`src/design/pid_dd_pkg.sv`:
```
// shared types, widths and a helper function for the differential drive pid block
// no dependencies

package pid_dd_pkg;

  // field widths
  localparam int unsigned ErrW  = 16;
  localparam int unsigned SumW  = 32;
  localparam int unsigned DiffW = 17;
  localparam int unsigned SpdW  = 8;
  localparam int unsigned GainW = 16;
  localparam int unsigned CfgIdxW  = 3;
  localparam int unsigned CfgDataW = 16;

  // product and accumulation widths, all exact
  localparam int unsigned PProdW = ErrW + GainW;     // 32
  localparam int unsigned IProdW = SumW + GainW;     // 48
  localparam int unsigned DProdW = DiffW + GainW;    // 33
  localparam int unsigned CorrW  = IProdW + 1;       // 49
  localparam int unsigned DutyW  = CorrW + 2;        // 51
  localparam int unsigned FracW  = 16;

  // configuration register indexes
  typedef enum logic [CfgIdxW-1:0] {
    CFG_BASE_SPEED = 3'd0,
    CFG_MAX_SPEED  = 3'd1,
    CFG_GAIN_P     = 3'd2,
    CFG_GAIN_I     = 3'd3,
    CFG_GAIN_D     = 3'd4
  } cfg_idx_e;

  // clamp a q.16 duty to 0..max and drop the fraction
  function automatic logic [SpdW-1:0] duty_clamp(input logic signed [DutyW-1:0] v,
                                                 input logic [SpdW-1:0] max_spd);
    logic signed [DutyW-1:0] lim;
    logic [SpdW-1:0] res;
    lim = $signed({{(DutyW-SpdW-FracW){1'b0}}, max_spd, {FracW{1'b0}}});
    if (v <= 0) begin
      res = '0;
    end else if (v >= lim) begin
      res = max_spd;
    end else begin
      res = v[FracW+SpdW-1:FracW];
    end
    return res;
  endfunction

endpackage

```
`src/design/pid_differential_drive.sv`:
```
// differential drive pid controller: integral, derivative, gains and wheel duty clamp
// depends on pid_dd_pkg

// each accepted error passes the input register and then the result register
// throughput: one error transaction per cycle unless the input stalls; the input register
// feeds the products, correction and duty clamp in one combinational pass into the result
// register; the input stalls only while both registers hold a transaction and the output
// is stalled; reset clears the running sum, the previous error and both valid bits, and
// loads the registers with base 0, max 255 and zero gains
module pid_differential_drive (
  input  logic                                 clk_i,
  input  logic                                 rst_ni,
  // error channel
  input  logic                                 in_valid_i,
  output logic                                 in_stall_o,
  input  logic signed [pid_dd_pkg::ErrW-1:0]   error_i,
  // duty channel
  output logic                                 out_valid_o,
  input  logic                                 out_stall_i,
  output logic [pid_dd_pkg::SpdW-1:0]          left_speed_o,
  output logic [pid_dd_pkg::SpdW-1:0]          right_speed_o,
  // configuration write channel
  input  logic                                 cfg_valid_i,
  output logic                                 cfg_ready_o,
  input  logic [pid_dd_pkg::CfgIdxW-1:0]       cfg_index_i,
  input  logic [pid_dd_pkg::CfgDataW-1:0]      cfg_data_i
);

  // configuration registers
  logic [pid_dd_pkg::SpdW-1:0]         base_q, max_q;
  logic signed [pid_dd_pkg::GainW-1:0] gain_p_q, gain_i_q, gain_d_q;

  // controller state
  logic signed [pid_dd_pkg::SumW-1:0] error_sum_q, error_sum_d;
  logic signed [pid_dd_pkg::ErrW-1:0] prev_error_q;

  // input and result registers
  logic                                s1_valid_q, out_valid_q;
  logic signed [pid_dd_pkg::ErrW-1:0]  s1_err_q;
  logic signed [pid_dd_pkg::SumW-1:0]  s1_sum_q;
  logic signed [pid_dd_pkg::DiffW-1:0] s1_diff_q, s1_diff_d;
  logic [pid_dd_pkg::SpdW-1:0]          left_q, left_d, right_q, right_d;

  // combinational terms
  logic signed [pid_dd_pkg::PProdW-1:0] p_prod;
  logic signed [pid_dd_pkg::IProdW-1:0] i_prod;
  logic signed [pid_dd_pkg::DProdW-1:0] d_prod;
  logic signed [pid_dd_pkg::CorrW-1:0]  corr;

  // stage handshake
  logic out_free, s1_move, s1_load, accept;
  logic signed [pid_dd_pkg::SumW:0] sum_wide;
  logic signed [pid_dd_pkg::DutyW-1:0] base_q16, left_v, right_v;

  // configuration writes are always taken
  assign cfg_ready_o = 1'b1;

  always_ff @(posedge clk_i or negedge rst_ni) begin
    if (!rst_ni) begin
      base_q   <= '0;
      max_q    <= '1;
      gain_p_q <= '0;
      gain_i_q <= '0;
      gain_d_q <= '0;
    end else if (cfg_valid_i && cfg_ready_o) begin
      unique case (cfg_index_i)
        pid_dd_pkg::CFG_BASE_SPEED: base_q   <= cfg_data_i[pid_dd_pkg::SpdW-1:0];
        pid_dd_pkg::CFG_MAX_SPEED:  max_q    <= cfg_data_i[pid_dd_pkg::SpdW-1:0];
        pid_dd_pkg::CFG_GAIN_P:     gain_p_q <= $signed(cfg_data_i);
        pid_dd_pkg::CFG_GAIN_I:     gain_i_q <= $signed(cfg_data_i);
        pid_dd_pkg::CFG_GAIN_D:     gain_d_q <= $signed(cfg_data_i);
        default: ;
      endcase
    end
  end

  // a register loads when it is empty or its content moves on
  assign out_free   = !out_valid_q || !out_stall_i;
  assign s1_move    = s1_valid_q && out_free;
  assign s1_load    = !s1_valid_q || s1_move;
  assign in_stall_o = !s1_load;
  assign accept     = in_valid_i && s1_load;

  // saturating running sum and error difference
  always_comb begin
    sum_wide = (pid_dd_pkg::SumW+1)'(error_sum_q) + (pid_dd_pkg::SumW+1)'(error_i);
    if (sum_wide[pid_dd_pkg::SumW] != sum_wide[pid_dd_pkg::SumW-1]) begin
      error_sum_d = sum_wide[pid_dd_pkg::SumW] ?
                    {1'b1, {(pid_dd_pkg::SumW-1){1'b0}}} :
                    {1'b0, {(pid_dd_pkg::SumW-1){1'b1}}};
    end else begin
      error_sum_d = sum_wide[pid_dd_pkg::SumW-1:0];
    end
    s1_diff_d = pid_dd_pkg::DiffW'(error_i) - pid_dd_pkg::DiffW'(prev_error_q);
  end

  // three gain products
  assign p_prod = pid_dd_pkg::PProdW'(gain_p_q) * pid_dd_pkg::PProdW'(s1_err_q);
  assign i_prod = pid_dd_pkg::IProdW'(gain_i_q) * pid_dd_pkg::IProdW'(s1_sum_q);
  assign d_prod = pid_dd_pkg::DProdW'(gain_d_q) * pid_dd_pkg::DProdW'(s1_diff_q);

  // correction sum
  assign corr = pid_dd_pkg::CorrW'(p_prod) + pid_dd_pkg::CorrW'(i_prod)
              + pid_dd_pkg::CorrW'(d_prod);

  // wheel duties around the base speed
  always_comb begin
    base_q16 = $signed({{(pid_dd_pkg::DutyW-pid_dd_pkg::SpdW-pid_dd_pkg::FracW){1'b0}},
                        base_q, {pid_dd_pkg::FracW{1'b0}}});
    left_v   = base_q16 - pid_dd_pkg::DutyW'(corr);
    right_v  = base_q16 + pid_dd_pkg::DutyW'(corr);
    left_d   = pid_dd_pkg::duty_clamp(left_v, max_q);
    right_d  = pid_dd_pkg::duty_clamp(right_v, max_q);
  end

  // state and valid bits
  always_ff @(posedge clk_i or negedge rst_ni) begin
    if (!rst_ni) begin
      error_sum_q  <= '0;
      prev_error_q <= '0;
      s1_valid_q   <= 1'b0;
      out_valid_q  <= 1'b0;
    end else begin
      if (accept) begin
        error_sum_q  <= error_sum_d;
        prev_error_q <= error_i;
      end
      if (s1_load) s1_valid_q <= accept;
      if (out_free) out_valid_q <= s1_valid_q;
    end
  end

  // payload registers
  always_ff @(posedge clk_i) begin
    if (accept) begin
      s1_err_q  <= error_i;
      s1_sum_q  <= error_sum_d;
      s1_diff_q <= s1_diff_d;
    end
    if (s1_move) begin
      left_q  <= left_d;
      right_q <= right_d;
    end
  end

  assign out_valid_o   = out_valid_q;
  assign left_speed_o  = left_q;
  assign right_speed_o = right_q;

  // input stalls only when both registers hold a transaction
  a_stall_full: assert property (@(posedge clk_i) disable iff (!rst_ni)
    in_stall_o |-> (s1_valid_q && out_valid_q))
    else $error("input stalled with a free register");

  // accepted error becomes the previous error
  a_prev_err: assert property (@(posedge clk_i) disable iff (!rst_ni)
    accept |=> (prev_error_q == $past(error_i)))
    else $error("previous error not updated");

  // a non-negative error never lowers the running sum
  a_sum_mono: assert property (@(posedge clk_i) disable iff (!rst_ni)
    (accept && !error_i[pid_dd_pkg::ErrW-1]) |=> (error_sum_q >= $past(error_sum_q)))
    else $error("running sum decreased on non-negative error");

  // duties stay within the clamp
  a_duty_clamp: assert property (@(posedge clk_i) disable iff (!rst_ni)
    out_valid_o |-> ((left_speed_o <= max_q) && (right_speed_o <= max_q)))
    else $error("wheel duty above max speed");

endmodule

```
`config.mk`:
```
export PLATFORM = sky130hd
export DESIGN_NAME = pid_differential_drive
export DESIGN_NICKNAME = d
export VERILOG_FILES = /design/src/design/pid_dd_pkg.sv /design/src/design/pid_differential_drive.sv
export SDC_FILE = /design/constraint.sdc
export NUM_CORES = 2
export LEC_CHECK = 0
export ABC_CLOCK_PERIOD_IN_PS = 11950
export BUFFER_PORTS_ARGS = -buffer_cell sky130_fd_sc_hd__buf_4
export CELL_PAD_IN_SITES_DETAIL_PLACEMENT = 1
export CELL_PAD_IN_SITES_GLOBAL_PLACEMENT = 2
export CORE_MARGIN = 2
export CORE_UTILIZATION = 40
export DETAILED_ROUTE_END_ITERATION = 10
export PLACE_DENSITY_LB_ADDON = 0.1
export SLEW_MARGIN = 40
export SYNTH_ARGS = -nofsm -noshare
export SYNTH_HDL_FRONTEND = slang
export SYNTH_SLANG_ARGS = --single-unit
```
`constraint.sdc`:
```
create_clock -name clk_i -period 11.95 [get_ports clk_i]
set_clock_uncertainty 0.1 [all_clocks]
set_input_delay 1.195 -clock clk_i [delete_from_list [all_inputs] [get_ports clk_i]]
set_output_delay 1.195 -clock clk_i [all_outputs]
set_load 0.03 [all_outputs]
```
After elaboration in Yosys (flattened, before gate mapping):

Cells that the tools add are included.
W data, S select, Z words.

* multiply operators: 3
* div/mod/pow operators: 0
* reductions and logical operators: 14
* bitwise logic cells: 0
* shifts and indexed selects: 0
* mux-type cells: 4
* magnitude comparators: 4
* equal/unequal tests: 5
* add/subtract/negate cells: 6

Operators by type and width (count)
* $ge A50 B25 Y1: 2
* $le A50 B1 Y1 const B: 2
* $mux W32: 2
* $add A25 B49 Y50: 1
* $sub A25 B49 Y50: 1
* $add A32 B48 Y49: 1
* $add A49 B33 Y49: 1
* $mul A16 B32 Y48: 1
* $add A32 B16 Y33: 1
* $mul A16 B17 Y33: 1
* $mul A16 B16 Y32: 1
* $sub A16 B16 Y17: 1
* $mux W8: 2
* $reduce_and A2 Y1: 5
* $eq A3 B2 Y1 const B: 2
* $logic_not A1 Y1: 4
* $eq A3 B1 Y1 const B: 1
* $eq A3 B3 Y1 const B: 1
* $logic_not A3 Y1: 1
* $logic_and A1 B1 Y1: 2
* $logic_or A1 B1 Y1: 2
* $ne A1 B1 Y1: 1

* output and inout bits: 19
* logic and storage cells: 50
* memories: 0
* register bits after elaboration: 195
* input bits: 40
* memory bits (writable): 0
* bits in read-only memories: 0
* latch bits: 0

Depth between registers and ports, before layout:

* depth after elaboration: 6
* depth in mapped cells: 45
* mapped depth without buffers: 44

Worst setup path after synthesis:

Ideal clock, no wire load.

* path type: reg-to-reg
* start point: register gain_d_q[0] (netlist bit)
* end point: register right_q, in the netlist right_speed_o[0], data pin
* cell stages (with the launch flop): 40
* required time: 11587 ps
* clock period less this slack: 10742 ps
* library setup time: 263 ps
* data arrival time: 10379 ps
* slack: 1208 ps
* path buffers: 5
* path through: dfrtp_1 > clkbuf_1 > nand2_1 > fa_1 > fa_1 > inv_1 > fa_1 > inv_1 > fa_1 > inv_1 > fa_1 > fa_1 > fa_1 > fa_1 > inv_1 > fa_1 > inv_1 > ha_1 > [... 4 more ...] > nand2_1 > xor2_1 > ha_1 > clkbuf_1 > nand2b_1 > a21o_1 > a21oi_1 > nand2_1 > or4_1 > buf_2 > nor4b_4 > mux2_2 > a221oi_2 > o2111ai_1 > or4b_1 > buf_2 > nand3_1 > a21oi_1

* word-level cells in the longest chain between the ends: 5
* elaborated cells between the ends (all ways): 6
* those cells by class: add/sub: 2; mul: 1; order compare: 2; mux: 1

RTL lines
* start: declaration: line pid_differential_drive.sv:31 `logic signed [pid_dd_pkg::GainW-1:0] gain_p_q, gain_i_q, gain_d_q;`
* start signal: assignment: line pid_differential_drive.sv:71 `pid_dd_pkg::CFG_GAIN_D: gain_d_q <= $signed(cfg_data_i);`
* $mul A16 B17 Y33 (*): line pid_differential_drive.sv:100 `assign d_prod = pid_dd_pkg::DProdW'(gain_d_q) * pid_dd_pkg::DProdW'(s1_diff_q);`
* $add A49 B33 Y49 (*): line pid_differential_drive.sv:104 `+ pid_dd_pkg::CorrW'(d_prod);`
* $add A25 B49 Y50 (*): line pid_differential_drive.sv:111 `right_v = base_q16 + pid_dd_pkg::DutyW'(corr);`
* $ge A50 B25 Y1: line pid_dd_pkg.sv:40 `end else if (v >= lim) begin`
* $mux W8: line pid_dd_pkg.sv:40
* end signal: assignment: line pid_differential_drive.sv:142 `right_q <= right_d;`
* end: declaration: line pid_differential_drive.sv:42 `logic [pid_dd_pkg::SpdW-1:0] left_q, left_d, right_q, right_d;`

Mark *: on every way between the ends. The rest lies on a longest branch, timed or not.
A chain may end at the register's enable or synchronous reset.

Final worst setup path:

* start point: register s1_err_q[15] (netlist bit)
* end point: register left_q, in the netlist left_speed_o[4], data pin

* word-level cells in the longest chain between the ends: 6
* elaborated cells between the ends (all ways): 7
* those cells by class: add/sub: 3; mul: 1; order compare: 2; mux: 1

RTL lines
* start: declaration: line pid_differential_drive.sv:39 `logic signed [pid_dd_pkg::ErrW-1:0] s1_err_q;`
* start signal: assignment: line pid_differential_drive.sv:136 `s1_err_q <= error_i;`
* $mul A16 B16 Y32 (*): line pid_differential_drive.sv:98 `assign p_prod = pid_dd_pkg::PProdW'(gain_p_q) * pid_dd_pkg::PProdW'(s1_err_q);`
* $add A32 B48 Y49 (*): line pid_differential_drive.sv:103 `assign corr = pid_dd_pkg::CorrW'(p_prod) + pid_dd_pkg::CorrW'(i_prod)`
* $add A49 B33 Y49 (*): line pid_differential_drive.sv:104
* $sub A25 B49 Y50 (*): line pid_differential_drive.sv:110 `left_v = base_q16 - pid_dd_pkg::DutyW'(corr);`
* $ge A50 B25 Y1: line pid_dd_pkg.sv:40
* $mux W8: line pid_dd_pkg.sv:40
* end signal: assignment: line pid_differential_drive.sv:141 `left_q <= left_d;`
* end: declaration: line pid_differential_drive.sv:42

Marked as above.

==> flow_summary.json <==
{
  "syn2layout_area_growth_pct": 7.63,
  "final_common_cell": "inv_1",
  "yosys.area.top_type": "fa_1",
  "cap_viol_max_count": 0,
  "grt_max_degree": 78,
  "dieArea_mm2": 0.134,
  "wl_per_cell_um": 23.0,
  "min_path_type": "reg2reg",
  "r2r_start": "s1_err_q[15]",
  "portBuffers": 57,
  "synth_top_area_share_pct": 47.6,
  "die-width_um": 366,
  "netlist-cell-type-count": 99,
  "synth_edf_count": 81,
  "finalSetupViolations": 0,
  "vias": 37100,
  "drive_above_1_share_pct": 7.49,
  "slew_headroom_pct": 34.3,
  "mostFrequentLayoutCells": "1327 x inv_1, 1247 x fa_1, 623 x nand2_1, 512 x and2_1, 306 x ha_1",
  "grt-ovfl-total": 0,
  "status": "completed",
  "crit_top_cell": "fa_1",
  "rr_endpoint": "left_speed_o[4]",
  "track_usage_pct": 26.0,
  "period_share_pct": 96.1,
  "dp_hpwl_mm": 150,
  "finalCriticalPeriod_ps": 11480,
  "final_nets": 7125,
  "crit_required_ps": 12140,
  "ys_ff_latch": 195,
  "crit_arrival_ps": 11680,
  "num_rows": 132,
  "syn_area_per_cell_um2": 9.60,
  "synth_area_mm2": 0.0525,
  "clk_latency_ps": 540,
  "clkTransAtPathRegs_ps": 100,
  "synthTopCellsByArea": "fa_1 48%, inv_1 9.5%, ha_1 7.4%",
  "crit_path_max_fanout": 16,
  "grt_pass1_vias": 42300,
  "fin_ws_ps": 466,
  "pin_count": 59,
  "synth_ff_type": "dfrtp_1",
  "die_h_um": 366,
  "max_freq_mhz": 87.1,
  "clock-sinks": 195,
  "cts_hold_buf": 0,
  "synth_nets": 7064,
  "cpMaxStageDelayCell": "fa_1",
  "gp_congestion": 0.875,
  "tightest_slew_ps": 986,
  "hold_viol_final": 0,
  "cpPeakStageDelay_ps": 740,
  "core_mm2": 0.130,
  "viasPerCell": 5.10,
  "h-tree-depth": 4,
  "ys_seq_area_share_pct": 10.1,
  "drt_iter0_markers": 1861,
  "cts_made_buffers": 17,
  "reg2reg_depth": 34,
  "grt_pass1_wl_mm": 262,
  "fin_tns_setup_ps": 0,
  "wl_mm": 168,
  "drc": 0,
  "r2r_slack_ps": 470,
  "async_reset_ff_share_pct": 58.5,
  "antenna_found_initial": 16,
  "cp-startpoint": "s1_err_q[15]",
  "initial_core_util_pct": 40.4,
  "crit_path_end": "left_speed_o[4]",
  "cts_root_buf": "clkbuf_16",
  "place_ws_ps": 81.1,
  "ys_warn_count": 0,
  "ant_nets": 0,
  "syn_inst": 5466,
  "end_kind": "flip-flop",
  "cts_tree": "yes",
  "critPathLaunchType": "flip-flop",
  "clock_path_buffers": 2,
  "crit_type": "reg2reg",
  "firstDrtPassIters": 5,
  "slew_viol_final": 0
}
-- cell type report --
| cell class | instances | area, um^2 |
|---|---|---|
| Sequential cell | 195 | 5300 |
| Antenna cell | 3 | 7.51 |
| Timing Repair Buffer | 236 | 1840 |
| Inverter | 1329 | 4990 |
| Multi-Input combinational cell | 3748 | 41600 |
| Fill cell | 14900 | 73300 |
| Clock buffer | 17 | 425 |
| Clock inverter | 15 | 190 |
| Tap cell | 1742 | 2180 |
-- kinds of logic after synthesis --
family	synth area share, %
DFF	10.1
adders and majority gates	55.0
and+or+nand+nor	15.2
muxes	1.62
other	0.00715
buffers and inverters	10.9
AOI/OAI and AO/OA	5.77
xor gates and xnor gates	1.40
-- how the worst min path moves through the flow --
stage                               start         endpoint  slack, ps  cells past startpoint
after floorplan                s1_valid_q      out_valid_o        340                      1
after CTS                      s1_valid_q      out_valid_o        390                      1
final                          s1_valid_q      out_valid_o        390                      1
after detailed placement       s1_valid_q      out_valid_o        370                      1
after global routing      error_sum_q[26]  error_sum_q[26]        420                      2
after global placement    prev_error_q[0]  prev_error_q[0]        370                      2
-- cells in the mapped netlist, types with 6 or more instances --
library cell,instances
a311o_1,6
or3_1,12
and4b_1,6
buf_2,14
edfxtp_1,81
a31oi_1,9
nor2_1,157
nand3_1,44
xnor2_1,55
nor3_1,27
inv_1,1328
o21a_1,14
and2_1,512
mux2_2,71
o211ai_1,19
nand2_1,623
ha_1,310
or2_2,8
nand2b_1,41
nor3b_1,8
a211o_1,8
a211oi_1,19
dfrtp_1,106
a21bo_1,6
dfstp_2,8
and3_1,19
o21ai_0,105
xor2_1,29
a21o_1,46
clkbuf_1,174
fa_1,1248
nor4_1,17
nor2b_1,31
o21bai_1,12
nand4_1,25
a21oi_1,130
a21boi_0,15
nand3b_1,7
-- critical path: cells and delay by family, from the launching register on --
kind / cells / cell delay (ps)
XOR/XNOR: 1 / 200
buffers and inverters: 6 / 660
AND/OR/NAND/NOR: 9 / 2170
adder cells (fa/ha/maj): 11 / 5630
flip-flops: 1 / 470
AO/OA/AOI/OAI: 7 / 1960
-- repair_timing --
item	4_1_cts	5_1_grt
endpoints found under the setup margin	0	16
gates resized for setup	0	21
buffers inserted	0	12
-- metrics by stage --
stage	utilization (%)	instance area (um^2)	hold slack, ps	std cells
floorplan	-	52500	343	5466
global placement	42.8	55600	369	7232
detailed placement	42.9	55600	372	7236
CTS	43.3	56200	390	7268
global route	43.5	56500	420	7282
finish	43.5	56500	393	7285
-- registers in the layout (all words and copies together) (netlist names) --
name / count
s1_valid_q: 1
gain_i_q: 16
left_speed_o: 8
error_sum_q: 32
s1_sum_q: 32
base_q: 8
s1_diff_q: 17
out_valid_o: 1
gain_p_q: 16
max_q: 8
gain_d_q: 16
prev_error_q: 16
s1_err_q: 16
right_speed_o: 8
-- layer usage --
| layer | vias to the layer above | track usage [%] | wire (um) |
|---|---|---|---|
| met1 | 20000 | 37.4 | 77300 |
| met4 | 0 | 4.61 | 2710 |
| li1 | 16400 | - | - |
| met3 | 113 | 2.69 | 7940 |
| met5 | - | 0 | 0 |
| met2 | 642 | 43.0 | 79700 |
Power is not shown: default switching activity piles up to over one toggle a cycle in this logic, so the estimate is an artifact.
